File: config.mk
export PLATFORM = sky130hd
export DESIGN_NAME = humidity_temp_convert_average
export DESIGN_NICKNAME = d
export VERILOG_FILES = /design/src/rtl/core/htca_pkg.sv /design/src/rtl/core/humidity_temp_convert_average.sv
export VERILOG_INCLUDE_DIRS = /design/src /design/src/rtl/core
export SDC_FILE = /design/constraint.sdc
export NUM_CORES = 1
export LEC_CHECK = 0
export ABC_AREA = 1
export BUFFER_PORTS_ARGS = -buffer_cell sky130_fd_sc_hd__buf_2
export CORE_ASPECT_RATIO = 0.6
export CORE_MARGIN = 2
export CORE_UTILIZATION = 35
export DETAILED_ROUTE_END_ITERATION = 12
export GPL_TIMING_DRIVEN = 0
export PLACE_DENSITY_LB_ADDON = 0.2
export SYNTH_ARGS = -nofsm -noshare
export SYNTH_HDL_FRONTEND = slang
export SYNTH_SLANG_ARGS = --single-unit
File: constraint.sdc
create_clock -name clock -period 4.4 [get_ports clock]
set_clock_uncertainty 0.05 [all_clocks]
set_input_delay 0.44 -clock clock [delete_from_list [all_inputs] [get_ports clock]]
set_output_delay 0.44 -clock clock [all_outputs]
set_load 0.01 [all_outputs]
File: src/rtl/core/humidity_temp_convert_average_macros.svh
// ---------------------------------------------------------------------------
// humidity_temp_convert_average assertion macros
// shared property forms for the conversion and averaging block
// ---------------------------------------------------------------------------
`ifndef HUMIDITY_TEMP_CONVERT_AVERAGE_MACROS_SVH
`define HUMIDITY_TEMP_CONVERT_AVERAGE_MACROS_SVH

// same-cycle implication
`define HTCA_ASSERT_IMPLY(label, clk, rst, ante, cons, msg) \
   label: assert property (@(posedge clk) disable iff (rst) (ante) |-> (cons)) \
      else $error(msg);

// next-cycle implication
`define HTCA_ASSERT_NEXT(label, clk, rst, ante, cons, msg) \
   label: assert property (@(posedge clk) disable iff (rst) (ante) |=> (cons)) \
      else $error(msg);

`endif

File: src/rtl/core/htca_pkg.sv
`timescale 1ns / 1ps
// ---------------------------------------------------------------------------
// htca_pkg
// constants and types of the humidity and temperature averaging block
// ---------------------------------------------------------------------------
package htca_pkg;

   localparam int unsigned CODE_WIDTH  = 20;
   localparam int unsigned CODE_SHIFT  = 20;
   localparam int unsigned DEPTH       = 3;
   localparam int unsigned DIV_WIDTH   = 13;
   localparam int unsigned DIV_STEPS   = DIV_WIDTH;

   localparam logic [6:0] HUM_SPAN    = 7'd100;
   localparam logic [7:0] TEMP_SPAN   = 8'd200;
   localparam logic [8:0] TEMP_OFFSET = 9'd50;
   localparam logic [7:0] NIBBLE_MASK = 8'b0000_1111;
   localparam logic [1:0] COUNT_MAX   = 2'd3;

   typedef enum logic [6:0] {
      ST_IDLE  = 7'b0000001,
      ST_CONV  = 7'b0000010,
      ST_SUM   = 7'b0000100,
      ST_TDIV  = 7'b0001000,
      ST_HLOAD = 7'b0010000,
      ST_HDIV  = 7'b0100000,
      ST_DONE  = 7'b1000000
   } state_type;

endpackage

File: src/rtl/core/humidity_temp_convert_average.sv
`timescale 1ns / 1ps
// ---------------------------------------------------------------------------
// humidity_temp_convert_average
// sensor frame conversion with a three-sample moving average
// ---------------------------------------------------------------------------
// One frame is taken per transfer and gives one result: a conversion state
// and a summing state come first, then one shared restoring divider
// runs 13 steps for the temperature mean, a load state sets the humidity
// numerator, 13 more steps give the humidity mean and a done state writes the
// output register. The input stalls while a frame is being worked on, so a
// new frame is taken only once the last one is in the output register. A
// finished result waits in the output register, so the next frame can be
// taken before it is read; if that result is still unread when the next one
// is ready, the block holds in its done state and the input stays stalled.
// ---------------------------------------------------------------------------
`include "humidity_temp_convert_average_macros.svh"

module humidity_temp_convert_average (
   input  logic              clock,
   input  logic              reset,
   input  logic              req_valid,
   output logic              req_stall,
   input  logic [7:0]        req_humidity_high_byte,
   input  logic [7:0]        req_humidity_mid_byte,
   input  logic [7:0]        req_shared_byte,
   input  logic [7:0]        req_temp_mid_byte,
   input  logic [7:0]        req_temp_low_byte,
   output logic              rsp_valid,
   input  logic              rsp_stall,
   output logic signed [8:0] rsp_temp_mean_degrees,
   output logic [9:0]        rsp_humidity_mean_tenths,
   output logic [1:0]        rsp_samples_used
);

   localparam int unsigned CW = htca_pkg::CODE_WIDTH;
   localparam int unsigned DW = htca_pkg::DIV_WIDTH;

   htca_pkg::state_type state_ff, state_in;

   logic [CW-1:0]  hum_code_ff, hum_code_in;
   logic [CW-1:0]  temp_code_ff, temp_code_in;
   logic [8:0]     temp_hist_ff [htca_pkg::DEPTH];
   logic [8:0]     temp_hist_in [htca_pkg::DEPTH];
   logic [6:0]     hum_hist_ff  [htca_pkg::DEPTH];
   logic [6:0]     hum_hist_in  [htca_pkg::DEPTH];
   logic [1:0]     count_ff, count_in;
   logic           tneg_ff, tneg_in;
   logic [8:0]     hsum_ff, hsum_in;
   logic [8:0]     tmean_ff, tmean_in;
   logic [DW-1:0]  div_quot_ff, div_quot_in;
   logic [2:0]     div_rem_ff, div_rem_in;
   logic [2:0]     div_den_ff, div_den_in;
   logic [3:0]     div_count_ff, div_count_in;
   logic           rsp_valid_ff, rsp_valid_in;
   logic [8:0]     rsp_temp_ff, rsp_temp_in;
   logic [9:0]     rsp_hum_ff, rsp_hum_in;
   logic [1:0]     rsp_used_ff, rsp_used_in;

   logic           req_xfer;
   logic           rsp_xfer;
   logic [3:0]     temp_hi_nib;
   logic [26:0]    hum_prod;
   logic [27:0]    temp_prod;
   logic [8:0]     temp_deg;
   logic [10:0]    tsum;
   logic [10:0]    tmag;
   logic [8:0]     hsum;
   logic [3:0]     trial;
   logic           trial_ge;
   logic [3:0]     trial_diff;
   logic           div_last;

   assign req_xfer    = req_valid && !req_stall;
   assign rsp_xfer    = rsp_valid_ff && !rsp_stall;
   assign req_stall   = (state_ff != htca_pkg::ST_IDLE);
   assign temp_hi_nib = 4'(req_shared_byte & htca_pkg::NIBBLE_MASK);

   // conversion products
   assign hum_prod  = 27'(hum_code_ff) * 27'(htca_pkg::HUM_SPAN);
   assign temp_prod = 28'(temp_code_ff) * 28'(htca_pkg::TEMP_SPAN);
   assign temp_deg  = {1'b0, temp_prod[htca_pkg::CODE_SHIFT +: 8]} - htca_pkg::TEMP_OFFSET;

   // sums over the history, entries never written stay zero
   assign tsum = {{2{temp_hist_ff[0][8]}}, temp_hist_ff[0]}
               + {{2{temp_hist_ff[1][8]}}, temp_hist_ff[1]}
               + {{2{temp_hist_ff[2][8]}}, temp_hist_ff[2]};
   assign tmag = tsum[10] ? (11'd0 - tsum) : tsum;
   assign hsum = 9'(hum_hist_ff[0]) + 9'(hum_hist_ff[1]) + 9'(hum_hist_ff[2]);

   // shared restoring divider step
   assign trial      = {div_rem_ff, div_quot_ff[DW-1]};
   assign trial_ge   = (trial >= {1'b0, div_den_ff});
   assign trial_diff = trial - {1'b0, div_den_ff};
   assign div_last   = (div_count_ff == 4'(htca_pkg::DIV_STEPS - 1));

   always_comb begin
      state_in     = state_ff;
      hum_code_in  = hum_code_ff;
      temp_code_in = temp_code_ff;
      temp_hist_in = temp_hist_ff;
      hum_hist_in  = hum_hist_ff;
      count_in     = count_ff;
      tneg_in      = tneg_ff;
      hsum_in      = hsum_ff;
      tmean_in     = tmean_ff;
      div_quot_in  = div_quot_ff;
      div_rem_in   = div_rem_ff;
      div_den_in   = div_den_ff;
      div_count_in = div_count_ff;
      rsp_valid_in = rsp_valid_ff && !rsp_xfer;
      rsp_temp_in  = rsp_temp_ff;
      rsp_hum_in   = rsp_hum_ff;
      rsp_used_in  = rsp_used_ff;

      case (state_ff)
         htca_pkg::ST_IDLE: begin
            if (req_xfer) begin
               hum_code_in  = {req_humidity_high_byte, req_humidity_mid_byte,
                               req_shared_byte[7:4]};
               temp_code_in = {temp_hi_nib, req_temp_mid_byte, req_temp_low_byte};
               state_in     = htca_pkg::ST_CONV;
            end
         end
         htca_pkg::ST_CONV: begin
            temp_hist_in[2] = temp_hist_ff[1];
            temp_hist_in[1] = temp_hist_ff[0];
            temp_hist_in[0] = temp_deg;
            hum_hist_in[2]  = hum_hist_ff[1];
            hum_hist_in[1]  = hum_hist_ff[0];
            hum_hist_in[0]  = hum_prod[htca_pkg::CODE_SHIFT +: 7];
            if (count_ff != htca_pkg::COUNT_MAX) begin
               count_in = count_ff + 2'd1;
            end
            state_in = htca_pkg::ST_SUM;
         end
         htca_pkg::ST_SUM: begin
            tneg_in      = tsum[10];
            hsum_in      = hsum;
            div_quot_in  = DW'({tmag[8:0], 1'b0}) + DW'(count_ff);
            div_rem_in   = 3'd0;
            div_den_in   = {count_ff, 1'b0};
            div_count_in = 4'd0;
            state_in     = htca_pkg::ST_TDIV;
         end
         htca_pkg::ST_TDIV, htca_pkg::ST_HDIV: begin
            div_quot_in  = {div_quot_ff[DW-2:0], trial_ge};
            div_rem_in   = trial_ge ? trial_diff[2:0] : trial[2:0];
            div_count_in = div_count_ff + 4'd1;
            if (div_last) begin
               state_in = (state_ff == htca_pkg::ST_TDIV) ? htca_pkg::ST_HLOAD
                                                          : htca_pkg::ST_DONE;
            end
         end
         htca_pkg::ST_HLOAD: begin
            tmean_in     = tneg_ff ? (9'd0 - div_quot_ff[8:0]) : div_quot_ff[8:0];
            div_quot_in  = (DW'(hsum_ff) << 4) + (DW'(hsum_ff) << 2) + DW'(count_ff);
            div_rem_in   = 3'd0;
            div_count_in = 4'd0;
            state_in     = htca_pkg::ST_HDIV;
         end
         htca_pkg::ST_DONE: begin
            if (!rsp_valid_ff || rsp_xfer) begin
               rsp_valid_in = 1'b1;
               rsp_temp_in  = tmean_ff;
               rsp_hum_in   = div_quot_ff[9:0];
               rsp_used_in  = count_ff;
               state_in     = htca_pkg::ST_IDLE;
            end
         end
         default: begin
            state_in = htca_pkg::ST_IDLE;
         end
      endcase
   end

   always_ff @(posedge clock) begin
      if (reset) begin
         state_ff     <= htca_pkg::ST_IDLE;
         count_ff     <= 2'd0;
         rsp_valid_ff <= 1'b0;
         for (int i = 0; i < htca_pkg::DEPTH; i++) begin
            temp_hist_ff[i] <= 9'd0;
            hum_hist_ff[i]  <= 7'd0;
         end
      end else begin
         state_ff     <= state_in;
         count_ff     <= count_in;
         rsp_valid_ff <= rsp_valid_in;
         temp_hist_ff <= temp_hist_in;
         hum_hist_ff  <= hum_hist_in;
      end
      hum_code_ff  <= hum_code_in;
      temp_code_ff <= temp_code_in;
      tneg_ff      <= tneg_in;
      hsum_ff      <= hsum_in;
      tmean_ff     <= tmean_in;
      div_quot_ff  <= div_quot_in;
      div_rem_ff   <= div_rem_in;
      div_den_ff   <= div_den_in;
      div_count_ff <= div_count_in;
      rsp_temp_ff  <= rsp_temp_in;
      rsp_hum_ff   <= rsp_hum_in;
      rsp_used_ff  <= rsp_used_in;
   end

   assign rsp_valid                = rsp_valid_ff;
   assign rsp_temp_mean_degrees    = rsp_temp_ff;
   assign rsp_humidity_mean_tenths = rsp_hum_ff;
   assign rsp_samples_used         = rsp_used_ff;

   `HTCA_ASSERT_NEXT(a_accept_starts_conv, clock, reset, req_xfer, state_ff == htca_pkg::ST_CONV, "accepted frame did not start conversion")
   `HTCA_ASSERT_IMPLY(a_div_count_range, clock, reset, (state_ff == htca_pkg::ST_TDIV) || (state_ff == htca_pkg::ST_HDIV), div_count_ff < 4'(htca_pkg::DIV_STEPS), "divider step count out of range")
   `HTCA_ASSERT_IMPLY(a_rsp_used_nonzero, clock, reset, rsp_valid_ff, rsp_used_ff != 2'd0, "result with zero samples")
   `HTCA_ASSERT_IMPLY(a_rsp_hum_range, clock, reset, rsp_valid_ff, rsp_hum_ff <= 10'd990, "humidity mean above range")

endmodule

Word-level counts from Yosys, hierarchy flattened
Index checks and enable logic that the tools add are counted.
- register bits after elaboration: 160
- bits in latches: 0
- memory bits (writable): 0
- bits in read-only memories: 0
- input bits: 44
- output and inout bits: 23
- word-level logic and storage cells: 79
- memories: 0
- add/subtract/negate cells: 13
- $mul: 2
- divide/modulo/power cells: 0
- $lt $le $gt $ge: 1
- equality and inequality tests: 13
- shift-type cells: 0
- muxes and demuxes: 13
- bitwise logic cells: 0
- reductions and logical operators: 16
- operators by type and width (operator ; number):
    20-bit by 5-bit multiplier with 25-bit output, second input constant ; 2
    7-bit case mux with 6 select lines ; 1
    13-bit case mux with 3 select lines ; 1
    7-bit two-way mux ; 4
    9-bit two-way mux ; 2
    1-bit by 9-bit subtractor with 9-bit output, first input constant ; 2
    13-bit by 11-bit adder with 13-bit output ; 1
    13-bit by 2-bit adder with 13-bit output ; 1
    10-bit by 2-bit adder with 11-bit output ; 1
    10-bit by 9-bit adder with 11-bit output ; 1
    9-bit by 9-bit adder with 10-bit output ; 1
    8-bit by 7-bit adder with 9-bit output ; 1
    8-bit by 6-bit subtractor with 9-bit output, second input constant ; 1
    7-bit by 7-bit adder with 8-bit output ; 1
    2-bit inequality test, second input constant ; 4
    4-bit case mux with 2 select lines ; 1
    7-bit by 1-bit equality test with 1-bit output, second input constant ; 1
    7-bit by 2-bit equality test with 1-bit output, second input constant ; 1
    7-bit by 3-bit equality test with 1-bit output, second input constant ; 1
    7-bit by 4-bit equality test with 1-bit output, second input constant ; 1
    7-bit by 5-bit equality test with 1-bit output, second input constant ; 1
    7-bit by 6-bit equality test with 1-bit output, second input constant ; 1
    7-bit equality test, second input constant ; 1
    7-bit by 1-bit inequality test with 1-bit output, second input constant ; 1
    other kinds (16) ; 25

Depth between registers and ports, before layout
Gate-level depths: netlist (run 1).
- depth after elaboration: 6
- depth in mapped cells: 23
- gate-level depth less buffers: 23

Worst setup path after synthesis (run 1)
Ideal clock, no wire load.
- path type: register to register
- from: register temp_code_ff[10]
- to: register temp_hist_ff[25] in the netlist's numbering
- setup time: 0.115 ns
- data arrival time: 3.103 ns
- data required time: 4.235 ns
- setup slack: 1.132 ns
- cell stages (with the launch flop): 21
- buffers on the path: 0
- clock period less this slack: 3.268 ns
- cell sequence: edfxtp_1 -> ha_1 -> ha_1 -> inv_1 -> fa_1 -> inv_1 -> ha_1 -> a21o_1 -> a21oi_1 -> nor2_1 -> nor2_1 -> nand3_1 -> nand2_1 -> inv_1 -> ha_1 -> nand2_1 -> nand3_1 -> nand2_1 -> nand3_1 -> nand2_1 -> nor2_1
- cells in the longest elaborated chain, start to end: 2
- ends and longest elaborated chain (what ; RTL line ; text):
    start: declaration ; humidity_temp_convert_average.sv:41 ; logic [CW-1:0] temp_code_ff, temp_code_in;
    start signal: assignment ; humidity_temp_convert_average.sv:193 ; temp_code_ff <= temp_code_in;
    20-bit by 5-bit multiplier with 25-bit output ; humidity_temp_convert_average.sv:80 ; assign temp_prod = 28'(temp_code_ff) * 28'(htca_pkg::TEMP_SPAN);
    8-bit by 6-bit subtractor with 9-bit output ; humidity_temp_convert_average.sv:81 ; assign temp_deg = {1'b0, temp_prod[htca_pkg::CODE_SHIFT +: 8]} - htca_pkg::TEMP_OFFSET;
    end signal: assignment ; humidity_temp_convert_average.sv:189 ; temp_hist_ff <= temp_hist_in;
    end: declaration ; humidity_temp_convert_average.sv:42 ; logic [8:0] temp_hist_ff [htca_pkg::DEPTH];
Every way passes these cells.
A chain may end at the register's enable or synchronous reset.

Final worst setup path (run 1)
- from: register temp_code_ff[8]
- to: register temp_hist_ff[25] in the netlist's numbering
The elaborated chain is that of the path after synthesis.

==> impl_metrics.py, run 1 <==
metrics = {
    "status": {
        "status": "completed",
    },
    "critical_path": {
        "endpoint_kind": "flip-flop",
        "required_ps": 4690,
        "cp.arrival_ps": 4010,
        "cp_max_fo": 5,
        "critical_path_class": "reg -> reg",
        "critPathLaunchType": "flip-flop",
    },
    "clock_network": {
        "cts_resized": 0,
        "post_cts_buffers": 0,
        "h-tree-depth": 4,
        "cts_tree": "yes",
        "cts_buffer_depth": 2,
        "numCtsBuffers": 17,
        "root_buffer": "clkbuf_16",
        "path_clk_slew_ps": 60,
        "cts_hold_buf": 0,
        "clk_latency_ps": 440,
        "cts_num_sinks": 160,
    },
    "synthesis": {
        "yosysTopAreaCellShare": 0.265,
        "syn_inst": 1340,
        "synth_top_family_by_area": "adder cells",
        "synth_xor_area_frac": 0.0197,
        "synth-simple-area-share": 0.177,
        "ys_types": 45,
        "yosysWarnings": 0,
        "ys_seq_area_frac": 0.366,
        "synth_compound_gate_area_share": 0.0921,
        "synth_flop_cell": "edfxtp_1",
        "ys_async_sr_fraction": 0,
        "muxShareOfSynthArea": 0,
        "yosys.area_share.adder": 0.251,
        "synth_edf_count": 102,
        "syn_avg_cell_area_um2": 8.61,
        "syn_nets": 1587,
        "ys_ff_latch": 160,
        "synth_area_leader_cell": "edfxtp_1",
        "synth_area_leaders": "edfxtp_1 (27%), ha_1 (17%), dfxtp_1 (10%)",
        "syn_area_mm2": 0.0115,
    },
    "layout": {
        "n_antenna_cell": 0,
        "syn2layout_area_growth_pct": 12.6,
        "finalNetCount": 1673,
        "drive_above_1_share": 0.0917,
        "fill_cells": 3216,
        "final_cell_mix": "inv_1 (267), nand2_1 (210), ha_1 (156)",
        "layout_commonest_cell": "inv_1",
    },
    "pwr": {
        "peakVddDrop_uv": 175,
        "seqPwrFrac": 0.343,
        "p_switching_w": 0.00185,
        "combPwrFrac": 0.372,
        "power.leakage_nw": 6.40,
        "swShare": 0.372,
        "p_int_w": 0.00314,
        "clkPwrFrac": 0.285,
        "p_per_area_mw_per_mm2": 384,
    },
    "die": {
        "core_mm2": 0.0325,
        "dieArea_mm2": 0.0345,
        "num_rows": 51,
        "start_util": 0.355,
        "die-height_um": 145,
        "dieWidth_um": 238,
        "ios": 67,
    },
    "grt": {
        "overflow": 0,
        "grt_pass1_vias": 8298,
        "grt_use_total": 0.151,
        "antenna_found_initial": 0,
        "grt_max_degree": 34,
        "grt_pass1_wl_mm": 41.4,
    },
    "placed_design": {
        "gp_congestion": 0.855,
        "dpl.hpwl_mm": 19.7,
        "portBuffers": 65,
    },
    "flow_run": {
        "cap_violations": 0,
    },
    "routing": {
        "dr_total_vias": 8617,
        "drt_first_iter_violations": 490,
        "postRouteWirelength_mm": 24.2,
        "drc": 0,
        "final_antenna_net_count": 0,
        "post_drt_wl_per_cell_um": 13.0,
        "dr.pass1.iters": 5,
        "vias_per_cell": 4.63,
    },
    "sta": {
        "setup_viol": 0,
        "fmax_mhz": 269,
        "period_needed_ps": 3720,
        "slew_headroom": 0.528,
        "tightest_slew_ps": 706,
        "final_hold_viol_count": 0,
        "final.period_utilization": 0.846,
        "tns_ps": 0,
        "slew_viol_final": 0,
        "hold_ws_ps": 118,
        "rsz0062_at_grt": "no",
    },
    "min_path": {
        "min_path_type": "in -> reg",
    },
}
==> power by group through the flow <==
stage               Combinational, W  Clock [W]  Sequential [W]
finish                       0.00186    0.00142         0.00171
global route                 0.00219    0.00153         0.00172
CTS                          0.00186    0.00147         0.00171
detailed placement           0.00184          0         0.00175
global placement             0.00183          0         0.00175
floorplan                    0.00143          0         0.00173
==> flip-flops by register name (all words and copies together) (netlist names) <==
signal and cells:
div_rem_ff 3, rsp_valid 1, tneg_ff 1, state_ff 7, count_ff 2, rsp_temp_mean_degrees 9
rsp_samples_used 2, tmean_ff 9, div_den_ff 2, div_quot_ff 13, temp_hist_ff 27, div_count_ff 4
temp_code_ff 20, rsp_humidity_mean_tenths 10, hum_hist_ff 21, hsum_ff 9, hum_code_ff 20
==> routing by layer <==
metal	vias to the layer above	routed length, um	GRT usage
met2	137	8740	0.201
met3	12	1070	0.0334
met5	-	0	0
li1	4559	-	-
met1	3909	14200	0.242
met4	0	210	0.0339
==> cell usage after synthesis (2+ instances only) <==
cell and count:
fa_1 47, nor4_1 6, a21boi_0 2, clkbuf_1 14, nand4_1 18, nor2_1 144, xor2_1 18, nand3_2 2
o21ai_1 2, a31oi_1 4, nand2_1 210, o21ai_0 70, o221ai_1 3, edfxtp_1 102, buf_2 5, o21ai_2 4
o31ai_1 4, a21oi_1 71, nand3_1 57, nand2_2 5, dfxtp_1 58, or2_2 8, inv_1 267, ha_1 156
o22ai_1 2, a21o_1 4, nor2_4 2, nor3_1 16, nand2_4 3, xnor2_1 8, o21bai_1 8, a22oi_1 4
o211ai_1 4
==> worst max-delay path, cell delays in order, from the launching register on <==
cell and delay (ps):
edfxtp_1 460, ha_1 330, ha_1 280, inv_1 50, fa_1 490, inv_1 40, ha_1 320, nand2_1 160
nor2_1 90, a21boi_0 140, o21ai_0 320, nand4_1 210, nand2_1 210, nand3_1 140, nand2_1 110, nand3_1 70
nand2_1 80, nor2_1 50
==> path summary, 6_finish.rpt <==
check	from	depth (start not counted)	endpoint	slack, ps
worst max register to register	temp_code_ff[8]	17	temp_hist_ff[25]	680
worst min register to register	tmean_ff[2]	0	rsp_temp_mean_degrees[2]	370
worst max-delay path	temp_code_ff[8]	17	temp_hist_ff[25]	680
worst min-delay path	req_temp_mid_byte[4]	1	temp_code_ff[12]	120
==> cell families after synthesis <==
logic type	after synthesis
simple gates	475
buf+inv	288
fa+ha+maj	203
compound gates	188
flops	160
xor+xnor	26
==> per-stage QoR <==
step	cells	setup slack, ps	util	area (um^2)	power, W
finish	1863	677	0.400	13000	0.00499
global route	1863	316	0.400	13000	0.00544
CTS	1863	701	0.400	13000	0.00504
detailed placement	1831	733	0.383	12400	0.00359
global placement	1829	340	0.382	12400	0.00358
floorplan	1340	1130	-	11500	0.00316
==> final cells by class <==
cell class / instances / area (um^2) / share of cell area
Inverter: 268 / 1010 / 0.0774
Clock inverter: 11 / 90.1 / 0.00693
Tap cell: 424 / 531 / 0.0408
Timing Repair Buffer: 67 / 360 / 0.0277
Clock buffer: 21 / 460 / 0.0354
Sequential cell: 160 / 4220 / 0.325
Multi-Input combinational cell: 892 / 6230 / 0.480
Buffer: 20 / 88.8 / 0.00684
Note: power is estimated with default switching activity, not from simulation.
==> run 2: changes to the inputs <==
Clock period 4.4 ns to 3.7 ns, I/O delays scaled along.
==> run 2 against run 1 <==
Non-clock buffer count rose by 14. Setup slack worse by 470 ps. Core utilization grew 0.96 points. Global-route usage is the same. Design area rose by 2.4%. First-iteration DRC count fell by 5.1%. Routed wire length up 1.2%. Clock power increased by 19%. Total power up 23%. Combinational power rose by 31%. Via count is 0.86% higher. Register-to-register slack got worse by 470 ps. Largest cell class unchanged.
==> impl_metrics.py, run 2 (same netlist as run 1, synthesis figures left out) <==
metrics = {
    "layout": {
        "syn2layout_area_growth_pct": 15.3,
        "reg_top3": "temp_hist_ff: 27 flops, hum_hist_ff: 21 flops",
        "layout_commonest_cell": "inv_1",
        "finalNetCount": 1687,
        "final_cell_area_mm2": 0.0133,
        "largest_reg_flops": 27,
        "drive_above_1_share": 0.126,
        "n_antenna_cell": 0,
        "largest_register": "temp_hist_ff",
        "final_cell_mix": "inv_1 (266), nand2_1 (201), ha_1 (146)",
    },
    "critical_path": {
        "critPathLaunchType": "flip-flop",
        "crit_path_max_incr_delay_ps": 510,
        "reg2reg_to": "temp_hist_ff[25]",
        "endpoint_kind": "flip-flop",
        "worst-path-stages": 20,
        "r2r_start": "temp_code_ff[13]",
        "critPathTopFamily": "adder cells",
        "cp.arrival_ps": 3780,
        "cp_slowest_cell": "fa_1",
        "setup.worst_path.start": "temp_code_ff[13]",
        "ff2ff_setup_slack_ps": 210,
        "path_buf_inv": 2,
        "crit_chain": "ha_1, ha_1, fa_1, ha_4, nand2_1, nor2_2, inv_1, nor2_1, nand2_1, nand2_1, nand2_1, nand2_2, inv_1, ha_1, nand2_2, nand3_2, nand2_2, nand3_1, nand2_1, nor2_1",
        "crit_path_end": "temp_hist_ff[25]",
        "reg2reg_depth": 20,
        "critical_path_class": "reg -> reg",
        "required_ps": 3990,
        "cp_common_cell": "nand2_1",
        "cp_max_fo": 5,
    },
    "routing": {
        "drc": 0,
        "dr.pass1.iters": 5,
        "postRouteWirelength_mm": 24.5,
        "final_antenna_net_count": 0,
        "dr_total_vias": 8691,
        "drt_first_iter_violations": 465,
        "post_drt_wl_per_cell_um": 13.1,
        "vias_per_cell": 4.63,
    },
    "pwr": {
        "power.leakage_nw": 6.47,
        "peakVddDrop_uv": 207,
        "p_per_area_mw_per_mm2": 463,
    },
    "clock_network": {
        "numCtsBuffers": 17,
        "clk_latency_ps": 440,
        "path_clk_slew_ps": 70,
        "cts_buffer_depth": 2,
        "h-tree-depth": 4,
        "cts_hold_buf": 0,
        "cts_tree": "yes",
        "root_buffer": "clkbuf_16",
        "cts_num_sinks": 160,
    },
    "die": {
        "dieWidth_um": 238,
        "die-height_um": 145,
        "core_mm2": 0.0325,
        "start_util": 0.355,
        "ios": 67,
        "num_rows": 51,
        "dieArea_mm2": 0.0345,
    },
    "sta": {
        "slew_viol_final": 0,
        "period_needed_ps": 3490,
        "rsz0062_at_grt": "yes",
        "tightest_slew_ps": 692,
        "final_hold_viol_count": 0,
        "setup_viol": 0,
        "setup_ws_ps": 205,
        "tns_ps": 0,
        "slew_headroom": 0.537,
        "final.period_utilization": 0.945,
        "hold_ws_ps": 47.8,
        "fmax_mhz": 286,
    },
    "grt": {
        "grt_pass1_wl_mm": 41.4,
        "antenna_found_initial": 0,
        "grt_max_degree": 34,
        "grt_use_total": 0.151,
        "grt_pass1_vias": 8298,
        "overflow": 0,
    },
    "placed_design": {
        "dpl.hpwl_mm": 19.7,
        "portBuffers": 65,
        "gp_congestion": 0.855,
        "place_area_mm2": 0.0124,
        "post-place-ws_ps": 33.2,
    },
    "flow_run": {
        "cap_violations": 0,
    },
    "status": {
        "status": "completed",
    },
    "min_path": {
        "min_path_type": "in -> reg",
    },
}
## run 2: repair_timing
item / 4_1_cts / 5_1_grt
setup endpoints to repair: 0 / 8
buffers inserted: 0 / 14
gates resized for setup: 0 / 42
## run 2: how the worst min path moves through the flow
stage | startpoint | end | cells after the start
after floorplan | tmean_ff[0] | rsp_temp_mean_degrees[0] | 0
after global placement | tmean_ff[0] | rsp_temp_mean_degrees[0] | 0
after detailed placement | tmean_ff[0] | rsp_temp_mean_degrees[0] | 0
after CTS | req_humidity_high_byte[5] | hum_code_ff[17] | 1
after global routing | req_humidity_mid_byte[1] | hum_code_ff[5] | 1
final | req_temp_low_byte[7] | temp_code_ff[7] | 1
## run 2: final cells by class
class | count | area (um^2)
Sequential cell | 160 | 4220
Buffer | 20 | 88.8
Inverter | 268 | 1010
Timing Repair Buffer | 81 | 465
Multi-Input combinational cell | 892 | 6440
Tap cell | 424 | 531
Clock inverter | 11 | 90.1
Clock buffer | 21 | 460
Fill cell | 3198 | 19200
## run 2: per-layer routing
layer	global-route usage	routed length (um)	vias to the layer above
met5	0	0	-
met4	0.0339	210	0
met3	0.0334	1110	12
met2	0.201	8970	130
met1	0.242	14200	3964
li1	-	-	4585
## run 2: through the flow
stage,util,total power [W],cells
6_report,0.410,0.00616,1877
5_1_grt,0.410,0.00670,1877
3_3_place_gp,0.382,0.00426,1829
4_1_cts,0.400,0.00600,1863
3_5_place_dp,0.383,0.00427,1831
2_1_floorplan,-,0.00375,1340
## run 2: power breakdown
group | leakage [nW] | internal (W) | switching [W]
registers | 1.41 | 0.00197 | 0.0000578
logic | 4.80 | 0.000923 | 0.00151
clock network | 0.264 | 0.000953 | 0.000739
total | 6.47 | 0.00385 | 0.00231
